--- config.mk ---
export PLATFORM = sky130hd
export DESIGN_NAME = cht_front
export DESIGN_NICKNAME = d
export VERILOG_FILES = /design/src/sv/cht_pkg.sv /design/src/sv/cht_front.sv
export SDC_FILE = /design/constraint.sdc
export NUM_CORES = 1
export LEC_CHECK = 0
export ABC_AREA = 1
export CORE_UTILIZATION = 45
export CTS_CLUSTER_DIAMETER = 100
export DETAILED_ROUTE_END_ITERATION = 8
export DONT_BUFFER_PORTS = 1
export PLACE_DENSITY = 0.64
export SLEW_MARGIN = 30
export SYNTH_ARGS = -nofsm -noshare
export SYNTH_HDL_FRONTEND = slang
export SYNTH_SLANG_ARGS = --single-unit
--- constraint.sdc ---
create_clock -name clk -period 4.1 [get_ports clk]
set_input_delay 0.205 -clock clk [delete_from_list [all_inputs] [get_ports clk]]
set_output_delay 0.205 -clock clk [all_outputs]
set_load 0.05 [all_outputs]
--- src/sv/cht_pkg.sv ---
// Shared types and constants for the chained hash table unit.
package cht_pkg;

  localparam int MAX_BUCKETS_DEF = 64;
  localparam int POOL_NODES_DEF  = 256;
  localparam int KEY_BITS_DEF    = 32;
  localparam int DATA_BITS_DEF   = 32;
  localparam int CFG_BITS        = 7;
  localparam int DEFAULT_BUCKETS = 11;
  localparam int OP_BITS         = 2;
  localparam int COUNT_BITS      = 9;
  localparam int OUT_DATA_BITS   = 32;

  typedef enum logic [OP_BITS-1:0] {
    OP_INSERT = 2'd0,
    OP_REMOVE = 2'd1,
    OP_LOOKUP = 2'd2,
    OP_NONE   = 2'd3
  } op_t;

  typedef enum logic [3:0] {
    ST_IDLE,
    ST_MOD,
    ST_HEAD,
    ST_READ,
    ST_CMP,
    ST_ACT,
    ST_ALLOC,
    ST_FREE,
    ST_DONE
  } state_t;

endpackage

--- src/sv/cht_front.sv ---
// Front end: accepts commands into a short queue.
module cht_front #(
  parameter int KEY_BITS  = cht_pkg::KEY_BITS_DEF,
  parameter int DATA_BITS = cht_pkg::DATA_BITS_DEF,
  parameter int W         = cht_pkg::OP_BITS + KEY_BITS + DATA_BITS
) (
  input  logic         clk,
  input  logic         rst,
  input  logic         in_valid,
  output logic         in_ready,
  input  logic [W-1:0] in_item,
  output logic         q_valid,
  input  logic         q_pop,
  output logic [W-1:0] q_item
);
  logic [W-1:0] slots [2];
  logic         wptr;
  logic         rptr;
  logic [1:0]   fill;
  logic         push;

  assign in_ready = (fill != 2'd2);
  assign push     = in_valid && in_ready;
  assign q_valid  = (fill != 2'd0);
  assign q_item   = slots[rptr];

  always_ff @(posedge clk) begin
    if (push) begin
      slots[wptr] <= in_item;
    end
    if (rst) begin
      wptr <= 1'b0;
      rptr <= 1'b0;
      fill <= 2'd0;
    end else begin
      if (push) begin
        wptr <= ~wptr;
      end
      if (q_pop && q_valid) begin
        rptr <= ~rptr;
      end
      fill <= fill + {1'b0, push} - {1'b0, q_pop && q_valid};
    end
  end
endmodule

# ---- Word level (Yosys, flattened, before mapping)
# Memory sizes are Yosys's and may differ from the RTL's. A register that Yosys moved wholly into a read port is not among the register bits.
# Cells that the tools add are included.
# W data, S select, Z words.
dict set report totals {
  input_bits 70
  out_inout_bits 68
  elab_cells 16
  ramBits 132
  regBits 4
  mem_count 1
}
dict set report classes {
  eq_ne 1
  bitwise 2
  reduce_logical 3
  muxes 4
  add_sub_neg 2
}
# name words word_bits read_ports rd_ports_with_merged_regs wr line_no
set mem_list {}
lappend mem_list {slots 2 66 1 1 1 cht_front.sv:16} ;# logic [W-1:0] slots [2];
# operator count
set ops {}
lappend ops {{$mux W1} 4}
lappend ops {{$add A2 B1 Y2} 1}
lappend ops {{$logic_and A1 B1 Y1} 2}
lappend ops {{$ne A2 B2 Y1 const B} 1}
lappend ops {{$not A1 Y1} 2}
lappend ops {{$reduce_bool A2 Y1} 1}
lappend ops {{$sub A2 B1 Y2} 1}

# ---- Longest topological paths before layout
dict set report logic_depth {
  depth_word 4
  mapped_depth 11
  ltp_nobuf 11
}

# ---- Worst setup path after synthesis
# Ideal clock, no wire load.
dict set report synth_path {
  path_type {register to register}
  from {register fill[0]}
  to {memory slots[0][0] (netlist name) (enable)}
  setup_ns 0.491
  arrival_ns 3.693
  stages_incl_launch_ff 5
  n_path_buf 0
  synth_period_minus_slack_ns 4.183
  slack_ns -0.083
  required_ns 3.609
  path_cell_list {dfxtp_1 inv_1 nand2_1 nand2_1 nor2_1}
}
dict set report synth_via {
  elab_chain_cells 4
}
# item line_no
set synth_lines {}
lappend synth_lines {{from (decl)} cht_front.sv:19} ;# logic [1:0] fill;
lappend synth_lines {{from (signal assigned)} cht_front.sv:42} ;# fill <= fill + {1'b0, push} - {1'b0, q_pop && q_valid};
lappend synth_lines {{$ne A2 B2 Y1} cht_front.sv:22} ;# assign in_ready = (fill != 2'd2);
lappend synth_lines {{net in_ready} cht_front.sv:10} ;# output logic in_ready,
lappend synth_lines {{$logic_and A1 B1 Y1} cht_front.sv:23} ;# assign push = in_valid && in_ready;
lappend synth_lines {{$mux W1} cht_front.sv:28} ;# if (push) begin
lappend synth_lines {{$mux W1 (not written as such)} cht_front.sv:29} ;# slots[wptr] <= in_item;
lappend synth_lines {{to (decl)} cht_front.sv:16}
# The timed path passes the listed nets, and every way through them passes these cells.

==> impl_metrics.yaml <==
cts:
  clk_pin_slew_worst_paths_ns: 0.06
  post_cts.repair.setup_buffers: 0
  cts_hold_buffers: 69
  cts.repair.resized: 0
  clock_sink_count: 137
  cts-buffers-inserted: 17
  htree_levels: 4
  cts-root-to-sink-buffers: 2
  clock_tree_from_tritoncts: "done"
  clock_latency_ns: 0.40
  cts.root.buffer_cell: "clkbuf_16"
timing:
  hold_viol: 0
  setup_skew_after_layout_ns: 0.0103
  top_achievable_clock_speed_ghz: 0.412
  post-route-period-util_pct: 59.3
  pins_over_their_slew_limit: 0
  relative_slew_slack_pct: 41.8
  timing.setup.tns_ns: 0
  rsz_0062_raised_after_global_routing: "no"
  timing.final.setup_violations: 0
  tightest_slew_ns: 0.871
  final.min_clock_period_ns: 2.43
cells_and_area:
  post_route_standard_cell_area_excluding_fillers_sq_um: 6660
  area_delta_synth_final_pct: 28.8
  num-fill-cells: 817
  utilization_pct: 60.3
  drive_gt1_share_pct: 29.6
  antenna-diode-count: 0
  num-nets-final: 398
route:
  wl_per_cell_microns: 17.0
  wirelength_microns: 8130
  post_drt_via_cell_ratio: 4.91
  initialDrtViolationCount: 76
  antenna_violating_nets_post_route: 0
  remaining_drc_errors: 0
  drt_pass1_iterations: 4
  vias: 2349
worst_setup_path:
  critPathMaxFanout: 52
  timing.critical_path.arrival_ns: 2.22
  critPathCaptureType: "primary output"
  required_ns: 3.89
  critPathKind: "register to primary output"
  number_of_cells_on_the_worst_reg_to_reg_path: 5
  critPathLaunchType: "register"
placed_design:
  hpwl_microns: 5020
  dpl_cell_area_sq_um: 5340
  globalplace.congestion: 0.761
  io_buffers: 0
synthesis:
  post-synth-top-area-cell: "edfxtp_1"
  yosysMostFrequentCell: "edfxtp_1"
  synth.cell_area_sq_um: 5170
  ys_async_sr_fraction_pct: 0
  synth.net_count: 314
  synthTopCellsByCount: "edfxtp_1, mux2_4, mux2_2"
  ys_warn_count: 0
  ys.flop_type: "edfxtp_1"
  post_synth_inst_count: 242
  seq_area_frac_synth_pct: 78.6
  postSynthAreaPerCell_sq_um: 21.4
  number_of_enable_flip_flop_cells_after_synthesis: 132
  synth_top_cell_area_share_pct: 76.7
  yosysUniqueCellTypes: 12
  ys_seq_elements: 137
  synth_top_cells_by_area: "edfxtp_1, mux2_4, mux2_2, dfxtp_1, buf_6"
floorplan:
  ios: 138
  die_height_microns: 109
  die_width_microns: 109
  initial_core_util_pct: 46.8
  floorplan.rows: 38
  design.die.area_sq_um: 11900
  coreArea_sq_um: 11000
global_routing:
  grt_remaining_overflow: 0
  first_pass_grt_wire_length_microns: 12400
  grt_pass1_vias: 2528
  grt_max_degree: 53
  gr-usage-all-layers_pct: 14.5
  initial_antenna_violation_count: 0
power:
  power_mw: 4.87
  powerDensity_nw_per_um2: 732
  ir_worst_vdd_v: 0.000375
  p_leak_nw: 2.37
worst_hold_path:
  holdCritPathClass: "input pin to register"
  depth_of_the_worst_hold_timing_path: 3
flow_run:
  timing.max_cap.violations: 0
outcome:
  status: "finished clean"
## layout make-up
class | instances | area, sq um | share of cell area [%]
multi-input combinational | 90 | 1010 | 15.2
timing repair buffer | 72 | 738 | 11.1
tap | 140 | 175 | 2.63
clock buffer | 17 | 425 | 6.39
clock inverter | 14 | 204 | 3.06
sequential | 137 | 4070 | 61.1
inverter | 8 | 30.0 | 0.451
## layout by cell type, fill, tap and decap left out, types with 2 or more instances in the layout
cell type        n
nand3_1          3
clkinv_2         2
mux2_4          40
clkinv_1         3
bufinv_16        5
nand2_1          8
edfxtp_1       132
buf_12           2
mux2_2          26
inv_1            7
ha_1             2
a21oi_1          2
nor2_1           8
clkinvlp_4       2
dfxtp_1          4
dlygate4sd3_1   69
clkbuf_16       17
## cells by family after synthesis
group | Yosys count | synth area share [%]
DFF | 137 | 78.6
and+or+nand+nor | 20 | 1.53
adders and majority gates | 2 | 0.484
buffers and inverters | 15 | 1.86
muxes | 66 | 17.3
AOI/OAI and AO/OA | 2 | 0.194
## report_power, final
part / switching, mW / leakage [nW] / total (mW) / internal [mW]
Sequential: 0.121 / 1.27 / 1.90 / 1.77
Clock: 0.526 / 0.302 / 1.59 / 1.07
Combinational: 0.998 / 0.794 / 1.38 / 0.386
Total: 1.64 / 2.37 / 4.87 / 3.23
## sequential cells by signal, summed over array words and instances (netlist names), named ones only
name	count
wptr	1
rptr	1
slots	132
fill	2
## through the flow
step	setup slack (ns)	cells	hold WS, ns
after floorplan	1.01	242	0.276
after global placement	1.68	378	0.278
after detailed placement	1.64	378	0.286
after CTS	1.59	478	0.0293
after global routing	1.53	478	0.0398
final	1.67	478	0.0422
## worst max-delay path, cell delays in order, from the launching register on
cell and delay, ns:
dfxtp_4 0.90, buf_4 0.41, mux2_2 0.50
## layer usage
metal / vias to the layer above / global-route usage [%] / routed length, microns
met1: 1136 / 16.2 / 3260
met4: 0 / 7.53 / 124
li1: 1104 / - / -
met5: - / 0 / 0
met2: 99 / 23.4 / 3970
met3: 10 / 6.58 / 772
## final timing paths
kind | to | from | slack (ns)
max | q_item[65] | register | 1.67
min | wptr | in_valid | 0.04
max reg2reg | slots[0][32] | fill[0] | 1.68
min reg2reg | register | rptr | 0.52
Power figures use the tool's default switching activity.
